[config.mk]
export PLATFORM = sky130hd
export DESIGN_NAME = form_urlencoded_decoder_core
export DESIGN_NICKNAME = d
export VERILOG_FILES = /design/src/rtl/fud_pkg.sv /design/src/rtl/fud_front.sv /design/src/rtl/fud_queue.sv /design/src/rtl/fud_back.sv /design/src/rtl/form_urlencoded_decoder_core.sv
export SDC_FILE = /design/constraint.sdc
export NUM_CORES = 1
export LEC_CHECK = 0
export BUFFER_PORTS_ARGS = -buffer_cell sky130_fd_sc_hd__buf_2
export CAP_MARGIN = 20
export CORE_ASPECT_RATIO = 2
export CORE_MARGIN = 10
export CORE_UTILIZATION = 65
export CTS_CLUSTER_SIZE = 10
export DETAILED_ROUTE_END_ITERATION = 6
export PLACE_DENSITY = 0.93
export RECOVER_POWER = 50
export SLEW_MARGIN = 20
export SYNTH_ARGS = -nofsm -noshare
export SYNTH_HDL_FRONTEND = slang
export SYNTH_HIERARCHICAL = 1
export SYNTH_SLANG_ARGS = --single-unit
[constraint.sdc]
create_clock -name clk -period 12.57 [get_ports clk]
set_input_delay 0.6285 -clock clk [delete_from_list [all_inputs] [get_ports clk]]
set_output_delay 0.6285 -clock clk [all_outputs]
set_load 0.03 [all_outputs]
[src/rtl/fud_pkg.sv]
`default_nettype none
// ----------------------------------------------------------------------------
// fud_pkg - form-urlencoded decoder shared definitions
// Word types, character codes, result kinds and the hex digit decoder.
// ----------------------------------------------------------------------------
package fud_pkg;

	localparam int QUEUE_DEPTH = 4;
	localparam int MAX_RESULTS = 4;

	localparam logic [7:0] CH_PLUS    = 8'h2B;
	localparam logic [7:0] CH_PERCENT = 8'h25;
	localparam logic [7:0] CH_AMP     = 8'h26;
	localparam logic [7:0] CH_EQUAL   = 8'h3D;
	localparam logic [7:0] CH_SPACE   = 8'h20;

	localparam logic [1:0] KIND_NAME  = 2'd0;
	localparam logic [1:0] KIND_VALUE = 2'd1;
	localparam logic [1:0] KIND_END   = 2'd2;

	typedef struct packed {
		logic [7:0] data_byte;
		logic       end_of_string;
	} in_word_t;

	typedef struct packed {
		logic [1:0] kind;
		logic [7:0] decoded_byte;
		logic       last_of_run;
	} out_word_t;

	typedef struct packed {
		logic [1:0] kind;
		logic [7:0] value;
	} entry_t;

	typedef struct packed {
		entry_t [MAX_RESULTS-1:0] ent;
		logic   [2:0]             cnt;
	} bundle_t;

	typedef struct packed {
		logic full;
		logic empty;
	} q_stat_t;

	// {valid, nibble}
	function automatic logic [4:0] hex_nib(input logic [7:0] c);
		logic [4:0] r;
		r = 5'd0;
		if (c >= 8'h30 && c <= 8'h39)
			r = {1'b1, c[3:0]};
		else if ((c >= 8'h41 && c <= 8'h46) || (c >= 8'h61 && c <= 8'h66))
			r = {1'b1, c[3:0] + 4'd9};
		return r;
	endfunction

endpackage
`default_nettype wire

[src/rtl/fud_front.sv]
`default_nettype none
// ----------------------------------------------------------------------------
// fud_front - decoder front end
// Classifies each accepted byte against the pair state and builds the
// bundle of up to four results that it causes.
// ----------------------------------------------------------------------------
module fud_front
	import fud_pkg::*;
(
	input  wire logic     clk,
	input  wire logic     arst_n,
	input  wire logic     accept,
	input  wire in_word_t word,
	output logic          push,
	output bundle_t       bundle
);

	logic       in_value_part_q, pair_started_q;
	logic [1:0] pending_count_q;
	logic [7:0] pending_digit_q;

	logic       iv_d, ps_d, done;
	logic [1:0] pc_d, k;
	logic [7:0] pd_d, b;
	logic [2:0] n;
	logic [4:0] hb, hp;
	bundle_t    bun;

	always_comb begin
		bun  = '0;
		n    = 3'd0;
		iv_d = in_value_part_q;
		ps_d = pair_started_q;
		pc_d = pending_count_q;
		pd_d = pending_digit_q;
		done = 1'b0;
		b    = word.data_byte;
		k    = in_value_part_q ? KIND_VALUE : KIND_NAME;
		hb   = hex_nib(b);
		hp   = hex_nib(pending_digit_q);
		if (b == CH_AMP) begin
			if (pending_count_q != 2'd0) begin
				bun.ent[n[1:0]] = '{k, CH_PERCENT};
				n = n + 3'd1;
			end
			if (pending_count_q == 2'd2) begin
				bun.ent[n[1:0]] = '{k, pending_digit_q};
				n = n + 3'd1;
			end
			if (pair_started_q) begin
				bun.ent[n[1:0]] = '{KIND_END, 8'd0};
				n = n + 3'd1;
			end
			iv_d = 1'b0;
			ps_d = 1'b0;
			pc_d = 2'd0;
			pd_d = 8'd0;
		end else begin
			ps_d = 1'b1;
			if (pending_count_q == 2'd1) begin
				if (hb[4]) begin
					pd_d = b;
					pc_d = 2'd2;
					done = 1'b1;
				end else begin
					bun.ent[n[1:0]] = '{k, CH_PERCENT};
					n = n + 3'd1;
					pc_d = 2'd0;
					pd_d = 8'd0;
				end
			end else if (pending_count_q == 2'd2) begin
				if (hb[4]) begin
					bun.ent[n[1:0]] = '{k, {hp[3:0], hb[3:0]}};
					n = n + 3'd1;
					done = 1'b1;
				end else begin
					bun.ent[n[1:0]] = '{k, CH_PERCENT};
					n = n + 3'd1;
					bun.ent[n[1:0]] = '{k, pending_digit_q};
					n = n + 3'd1;
				end
				pc_d = 2'd0;
				pd_d = 8'd0;
			end
			if (!done) begin
				if (b == CH_PERCENT) begin
					pc_d = 2'd1;
					pd_d = 8'd0;
				end else if (b == CH_EQUAL && !in_value_part_q) begin
					iv_d = 1'b1;
				end else if (b == CH_PLUS) begin
					bun.ent[n[1:0]] = '{k, CH_SPACE};
					n = n + 3'd1;
				end else begin
					bun.ent[n[1:0]] = '{k, b};
					n = n + 3'd1;
				end
			end
		end
		if (word.end_of_string) begin
			if (pc_d != 2'd0) begin
				bun.ent[n[1:0]] = '{k, CH_PERCENT};
				n = n + 3'd1;
			end
			if (pc_d == 2'd2) begin
				bun.ent[n[1:0]] = '{k, pd_d};
				n = n + 3'd1;
			end
			if (ps_d) begin
				bun.ent[n[1:0]] = '{KIND_END, 8'd0};
				n = n + 3'd1;
			end
			iv_d = 1'b0;
			ps_d = 1'b0;
			pc_d = 2'd0;
			pd_d = 8'd0;
		end
		bun.cnt = n;
	end

	assign push   = accept && (n != 3'd0);
	assign bundle = bun;

	always_ff @(posedge clk or negedge arst_n) begin
		if (!arst_n) begin
			in_value_part_q <= 1'b0;
			pair_started_q  <= 1'b0;
			pending_count_q <= 2'd0;
			pending_digit_q <= 8'd0;
		end else if (accept) begin
			in_value_part_q <= iv_d;
			pair_started_q  <= ps_d;
			pending_count_q <= pc_d;
			pending_digit_q <= pd_d;
		end
	end

endmodule
`default_nettype wire

[src/rtl/fud_queue.sv]
`default_nettype none
// ----------------------------------------------------------------------------
// fud_queue - result bundle queue
// Short register queue that decouples the front end from the serialiser.
// ----------------------------------------------------------------------------
module fud_queue
	import fud_pkg::*;
#(
	parameter int DEPTH = QUEUE_DEPTH
)
(
	input  wire logic    clk,
	input  wire logic    arst_n,
	input  wire logic    push,
	input  wire bundle_t push_data,
	input  wire logic    pop,
	output bundle_t      head,
	output q_stat_t      stat
);

	localparam int PTR_W = (DEPTH > 1) ? $clog2(DEPTH) : 1;
	localparam int CNT_W = $clog2(DEPTH + 1);

	bundle_t            slot_q [DEPTH];
	logic [PTR_W-1:0]   wr_ptr_q, rd_ptr_q;
	logic [CNT_W-1:0]   count_q;

	function automatic logic [PTR_W-1:0] advance(input logic [PTR_W-1:0] p);
		return (p == PTR_W'(DEPTH - 1)) ? '0 : p + PTR_W'(1);
	endfunction

	assign head       = slot_q[rd_ptr_q];
	assign stat.full  = (count_q == CNT_W'(DEPTH));
	assign stat.empty = (count_q == '0);

	always_ff @(posedge clk) begin
		if (push)
			slot_q[wr_ptr_q] <= push_data;
	end

	always_ff @(posedge clk or negedge arst_n) begin
		if (!arst_n) begin
			wr_ptr_q <= '0;
			rd_ptr_q <= '0;
			count_q  <= '0;
		end else begin
			if (push)
				wr_ptr_q <= advance(wr_ptr_q);
			if (pop)
				rd_ptr_q <= advance(rd_ptr_q);
			if (push && !pop)
				count_q <= count_q + CNT_W'(1);
			else if (pop && !push)
				count_q <= count_q - CNT_W'(1);
		end
	end

endmodule
`default_nettype wire

[src/rtl/fud_back.sv]
`default_nettype none
// ----------------------------------------------------------------------------
// fud_back - result serialiser
// Walks the head bundle one result a cycle into the output register while it
// is empty or being taken, and marks the last result of each bundle.
// ----------------------------------------------------------------------------
module fud_back
	import fud_pkg::*;
(
	input  wire logic    clk,
	input  wire logic    arst_n,
	input  wire bundle_t head,
	input  wire q_stat_t stat,
	output logic         pop,
	output logic         dst_valid,
	input  wire logic    dst_ready,
	output out_word_t    dst_word
);

	logic [1:0] idx_q;
	logic       out_valid_q;
	out_word_t  out_word_q;
	logic       load, last;
	entry_t     cur;

	assign cur  = head.ent[idx_q];
	assign load = !stat.empty && (!out_valid_q || dst_ready);
	assign last = ({1'b0, idx_q} + 3'd1) == head.cnt;
	assign pop  = load && last;

	assign dst_valid = out_valid_q;
	assign dst_word  = out_word_q;

	always_ff @(posedge clk) begin
		if (load)
			out_word_q <= '{cur.kind, cur.value, last};
	end

	always_ff @(posedge clk or negedge arst_n) begin
		if (!arst_n) begin
			idx_q       <= 2'd0;
			out_valid_q <= 1'b0;
		end else begin
			if (load)
				idx_q <= last ? 2'd0 : idx_q + 2'd1;
			if (load)
				out_valid_q <= 1'b1;
			else if (dst_ready)
				out_valid_q <= 1'b0;
		end
	end

endmodule
`default_nettype wire

[src/rtl/form_urlencoded_decoder_core.sv]
`default_nettype none
// ----------------------------------------------------------------------------
// form_urlencoded_decoder_core - form-urlencoded string decoder
// Decodes a form-encoded byte stream into name bytes, value bytes and
// end-of-pair markers.
// ----------------------------------------------------------------------------
// A byte is taken every cycle while the bundle queue (QUEUE_DEPTH entries)
// has room. Each byte yields zero to four results, delivered one per cycle
// through a registered output while the receiver is ready; the queue absorbs
// short bursts of escape flushes and pair ends. A result passes through the
// bundle queue and then the output register before it is valid on the output.
// No start-up sweep.
// ----------------------------------------------------------------------------
module form_urlencoded_decoder_core
	import fud_pkg::*;
#(
	parameter int QUEUE_DEPTH_P = QUEUE_DEPTH
)
(
	input  wire logic     clk,
	input  wire logic     arst_n,
	input  wire logic     src_valid,
	output logic          src_ready,
	input  wire in_word_t src_word,
	output logic          dst_valid,
	input  wire logic     dst_ready,
	output out_word_t     dst_word
);

	logic    accept, push, pop;
	bundle_t bundle, head;
	q_stat_t stat;

	assign src_ready = !stat.full;
	assign accept    = src_valid && src_ready;

	fud_front u_front (
		.clk    (clk),
		.arst_n (arst_n),
		.accept (accept),
		.word   (src_word),
		.push   (push),
		.bundle (bundle)
	);

	fud_queue #(.DEPTH(QUEUE_DEPTH_P)) u_queue (
		.clk       (clk),
		.arst_n    (arst_n),
		.push      (push),
		.push_data (bundle),
		.pop       (pop),
		.head      (head),
		.stat      (stat)
	);

	fud_back u_back (
		.clk       (clk),
		.arst_n    (arst_n),
		.head      (head),
		.stat      (stat),
		.pop       (pop),
		.dst_valid (dst_valid),
		.dst_ready (dst_ready),
		.dst_word  (dst_word)
	);

endmodule
`default_nettype wire

==> results.yml, run 1 <==
yosys:
  async_reset_ff_frac: 0.107
  yosys_warnings: 6
  synth_flop_cell: "edfxtp_1"
  ys_types: 79
  ys_ff_latch: 205
  synthesis.nets: 680
  synth_top_cell_by_area: "edfxtp_1"
  synthTopCellsByArea: "edfxtp_1 (56%), mux4_2 (8.7%), dfrtp_1 (5.6%)"
  synthesis.area_mm2: 0.00982
  synth_top_area_frac: 0.559
  synth-seq-area-share: 0.615
  synth-edff-count: 183
  synthCells: 639
  syn_area_per_cell_um2: 15.4
timing:
  rsz0062_at_grt: "false"
  max_freq_mhz: 136
  relSlewSlack: -1.44
  final-setup-viol-count: 0
  layout_setup_ws_ps: 5210
  fin_worst_skew_ps: 21.4
  tightest_slew_ps: 3670
  hold_viol_final: 0
  maxSlewViolCount: 59
  fin_crit_ps: 7360
  tns_ps: 0
  timing.final.crit_share: 0.586
floorplanning:
  ios: 26
  start_util: 0.663
  coreArea_mm2: 0.0148
  num_rows: 63
  die_area_mm2: 0.0207
  die_width_um: 107
  fp.dieH_um: 194
worst_setup_path:
  startpoint_type: "input pin"
  rrSetupSlack_ps: 6580
  cp_max_fo: 12
  cpPeakStageDelay_ps: 1240
  worstPathArrival_ps: 7790
  cp.required_ps: 13000
  slowest_stage: "a311oi_1"
  critPathKind: "input pin to flip-flop"
  cpMostUsedCell: "ha_1"
  cp-end-kind: "flip-flop"
cts:
  clk_pin_slew_ps: 60
  cts_max_path_buffers: 3
  tritoncts: "done"
  cts_root_buffer: "clkbuf_16"
  htreeDepth: 1
  cts_num_sinks: 205
  clock_latency_ps: 510
  cts_made_buffers: 24
  ctsResizeCount: 0
  cts_setup_buffers: 0
  cts_hold_buffers: 0
placed_design:
  routabilityCongestion: 1.03
  pre_cts_ws_ps: 5760
  port_buffers: 25
  dp.cells: 831
  dpl.hpwl_um: 17800
cells_and_area:
  diodes: 0
  fin_nets: 703
  drive_gt1_frac: 0.138
  syn_to_final_growth_pct: 8.16
  layout_commonest_cell: "edfxtp_1"
  layout_common_cells: "edfxtp_1 (183), nand2_1 (42), mux4_2 (38), o21ai_0 (36), clkbuf_1 (28)"
  nFillCells: 929
  final_core_util: 0.717
  stdcell_count: 867
pwr:
  power_mw: 2.15
  irDropWorstVdd_mv: 0.106
  p_leak_nw: 3.68
  power_density_mw_per_mm2: 202
detailed_routing:
  wirelength_um: 28100
  drt-met1-wl_um: 8890
  wl_per_cell_um: 32.4
  met2WireLength_um: 14700
  vias: 6462
  drc: 0
  drt_iter0_drc: 784
  wl_met3_um: 2450
  viasPerCell: 7.45
  postRouteAntennaNets: 0
  top_layer: "met4"
  dr.pass1.iters: 6
global_route:
  grt_max_degree: 47
  grt_pass1_vias: 6528
  grt_pass1_wl_um: 42400
  grt_overflow: 0
  antenna_found_initial: 0
  grt_usage: 0.274
outcome:
  status: "finished with violations"
  violations: "capacitance limit, slew limit"
hold_path:
  hp-class: "input pin to async pin"
run:
  maxCapViolCount: 2
## per-layer routing
layer / global-route usage / up-vias
li1: - / 2582
met1: 0.303 / 3161
met2: 0.470 / 567
met3: 0.0473 / 152
met4: 0.171 / 0
met5: 0 / -
## layout make-up
type	count	area, µm²	share of cell area
Clock buffer	35	663	0.0624
Inverter	24	90.1	0.00848
Multi-Input combinational cell	374	3420	0.321
Timing Repair Buffer	33	158	0.0148
Clock inverter	1	7.51	0.000707
Tap cell	195	244	0.0230
Sequential cell	205	6050	0.569
## final timing paths
path,startpoint,endpoint,cells past startpoint
max in group asynchronous,arst_n,u_queue/rd_ptr_q[0],1
setup reg to reg,u_queue/rd_ptr_q[0],u_queue/count_q[1],10
min in group clk,dst_ready,u_back/dst_valid,3
hold reg to reg,u_queue/count_q[2],u_queue/count_q[2],1
setup / recovery,src_word[1],u_queue/count_q[2],26
hold / removal,arst_n,u_front/pending_digit_q[0],1
## power by group
group,leakage [nW],internal [mW],switching [mW]
clock,0.320,0.360,0.260
combinational,1.36,0.255,0.324
sequential,2.00,0.882,0.0678
## cells in the mapped netlist, drive strengths merged (4+ instances only)
library cell,n
ha,27
o21ai,36
and2,14
nor2b,6
a31oi,5
inv,24
edfxtp,183
nand2,42
clkbuf,16
nor3b,4
mux2,4
a22oi,12
o22ai,8
a21oi,21
mux2i,4
xnor2,5
mux4,53
buf,20
a32oi,4
nor3,4
o211ai,4
dfrtp,22
nand3,21
o2bb2ai,5
and3,4
nor2,26
xor2,5
o21a,6
## cell families after synthesis
logic type,share of synthesized area
flip-flops,0.615
adder cells (fa/ha/maj),0.0364
other,0.000382
AO/OA/AOI/OAI,0.0968
XOR/XNOR,0.00892
multiplexers,0.136
buffers and inverters,0.0348
AND/OR/NAND/NOR,0.0709
## stage by stage
stage          cell area [µm²]  hold slack (ps)
2_1_floorplan             9820              333
3_3_place_gp             10000              470
3_5_place_dp             10000              499
4_1_cts                  10700              109
5_1_grt                  10600              474
6_report                 10600              390
## worst max-delay path: cells and delay by family
kind,cells,cell delay (ps)
xor gates and xnor gates,2,320
AOI/OAI and AO/OA,5,2450
and+or+nand+nor,8,1580
muxes,1,320
adders and majority gates,6,1800
buffers and inverters,4,680
## registers in the layout, summed over array words and instances (netlist names), 2 cells and up
name,count
u_queue/count_q,3
u_back/idx_q,2
u_queue/rd_ptr_q,2
u_queue/wr_ptr_q,2
u_back/dst_word,11
u_queue/slot_q,172
u_front/pending_digit_q,8
u_front/pending_count_q,2
Power figures use the tool's default switching activity.
==> run 2, diff against run 1 <==
--- a/config.mk
+++ b/config.mk
@@ -9,10 +9,10 @@
 export CAP_MARGIN = 20
 export CORE_ASPECT_RATIO = 2
 export CORE_MARGIN = 10
-export CORE_UTILIZATION = 65
+export CORE_UTILIZATION = 56
 export CTS_CLUSTER_SIZE = 10
 export DETAILED_ROUTE_END_ITERATION = 6
-export PLACE_DENSITY = 0.93
+export PLACE_DENSITY = 0.86
 export RECOVER_POWER = 50
 export SLEW_MARGIN = 20
 export SYNTH_ARGS = -nofsm -noshare
==> constraint.sdc (replaced) <==
create_clock -name clk -period 6.7 [get_ports clk]
set_input_delay 0.335 -clock clk [delete_from_list [all_inputs] [get_ports clk]]
set_output_delay 0.335 -clock clk [all_outputs]
set_load 0.03 [all_outputs]
==> results.yml, run 2 (synthesis results as in run 1) <==
global_route:
  grt_max_degree: 47
  grt_overflow: 0
  antenna_found_initial: 0
  grt_usage: 0.216
  grt_pass1_vias: 6261
  grt_pass1_wl_um: 38700
cts:
  cts_made_buffers: 24
  ctsResizeCount: 0
  cts_root_buffer: "clkbuf_16"
  cts_num_sinks: 205
  clk_pin_slew_ps: 50
  htreeDepth: 1
  cts_max_path_buffers: 3
  tritoncts: "done"
  clock_latency_ps: 500
outcome:
  violations: "capacitance limit, slew limit"
  status: "finished with violations"
timing:
  fin_crit_ps: 5830
  rsz0062_at_grt: "false"
  timing.final.crit_share: 0.870
  tightest_slew_ps: 3620
  final-setup-viol-count: 0
  tns_ps: 0
  maxSlewViolCount: 47
  max_freq_mhz: 171
  relSlewSlack: -1.41
  fin_worst_skew_ps: 11.3
  hold_viol_final: 0
floorplanning:
  die_area_mm2: 0.0236
  num_rows: 68
  die_width_um: 114
  start_util: 0.569
  ios: 26
  fp.dieH_um: 207
  coreArea_mm2: 0.0173
detailed_routing:
  vias: 6069
  viasPerCell: 6.82
  wirelength_um: 25600
  drt_iter0_drc: 630
  postRouteAntennaNets: 0
  dr.pass1.iters: 6
  drc: 0
  wl_per_cell_um: 28.8
cells_and_area:
  nFillCells: 1225
  final_core_util: 0.624
  drive_gt1_frac: 0.157
  fin_nets: 711
  largest_reg_flops: 172
  top_register: "u_queue/slot_q"
  layout_commonest_cell: "edfxtp_1"
  syn_to_final_growth_pct: 9.66
  diodes: 0
  layout_common_cells: "edfxtp_1 (183), nand2_1 (41), mux4_2 (38), o21ai_0 (36), clkbuf_1 (28)"
placed_design:
  port_buffers: 25
  dpl.hpwl_um: 17400
  routabilityCongestion: 1.01
run:
  maxCapViolCount: 1
hold_path:
  hold_depth: 3
  hp-class: "input pin to flip-flop"
worst_setup_path:
  cp.required_ps: 7120
  reg2reg_depth: 10
  critPathKind: "input pin to flip-flop"
  startpoint_type: "input pin"
  cp-end-kind: "flip-flop"
  worstPathArrival_ps: 6250
  cp_max_fo: 12
pwr:
  power_density_mw_per_mm2: 370
  irDropWorstVdd_mv: 0.229
  p_leak_nw: 3.74
run 2: report_power, final:
part	leakage (nW)	internal, mW	total (mW)	switching, mW
Sequential	2.00	1.65	1.76	0.109
Combinational	1.41	0.488	1.05	0.564
Clock	0.334	0.713	1.17	0.458
Total	3.74	2.85	3.99	1.13
run 2: cell type report:
cell class	count	area, µm²	area share
repair buffers	41	243	0.0225
well taps	210	263	0.0244
flip-flops and latches	205	6050	0.561
clock inverters	1	30.0	0.00279
inverters	24	90.1	0.00836
clock buffers	35	663	0.0616
multi-input cells	374	3440	0.319
run 2: repair_timing:
action | in CTS | in global routing
hold endpoints to repair | 22 | 0
hold buffers | 1 | 0
setup buffers | 0 | 0
run 2: metrics by stage:
stage                     setup WS (ps)  cell area, µm²  hold WS, ps  power [mW]  instances
after floorplan                    1250            9820         39.4        2.60        639
after global placement              913           10100          316        2.76        853
after detailed placement            747           10100          334        2.83        853
after CTS                          1260           10800          140        4.01        890
after global routing                400           10800          185        4.15        890
final                               868           10800          154        3.99        890
run 2: path summary, 6_finish.rpt:
check                               startpoint                   to  slack [ps]
max in group asynchronous               arst_n  u_queue/rd_ptr_q[0]        5220
min in group asynchronous               arst_n      u_back/idx_q[0]         640
min                                  dst_ready     u_back/dst_valid         150
max                                src_word[1]   u_queue/count_q[2]         870
min reg2reg                 u_queue/count_q[2]   u_queue/count_q[2]         510
max reg2reg                u_queue/rd_ptr_q[0]   u_queue/count_q[1]        1020
run 2: per-layer routing:
layer	up-vias	share of wire	global-route usage
met5	-	0	0
met1	3048	0.34	0.238
met4	0	0.063	0.129
met2	336	0.54	0.381
met3	97	0.057	0.0284
li1	2588	-	-
run 2: critical path, cell delays in order:
cell	delay [ps]
clkbuf_1	330
inv_1	190
ha_1	250
o21bai_1	270
a211oi_4	160
or2_0	390
nor2_2	440
nor2_1	200
inv_1	140
ha_1	240
nor2_1	130
a21oi_2	80
ha_1	350
mux2_1	330
ha_1	260
nand2_1	110
nand3_1	100
a21oi_1	190
o21a_1	340
o31a_1	330
ha_1	230
inv_1	60
fa_1	370
xor2_1	150
nor2_1	120
xor2_1	170
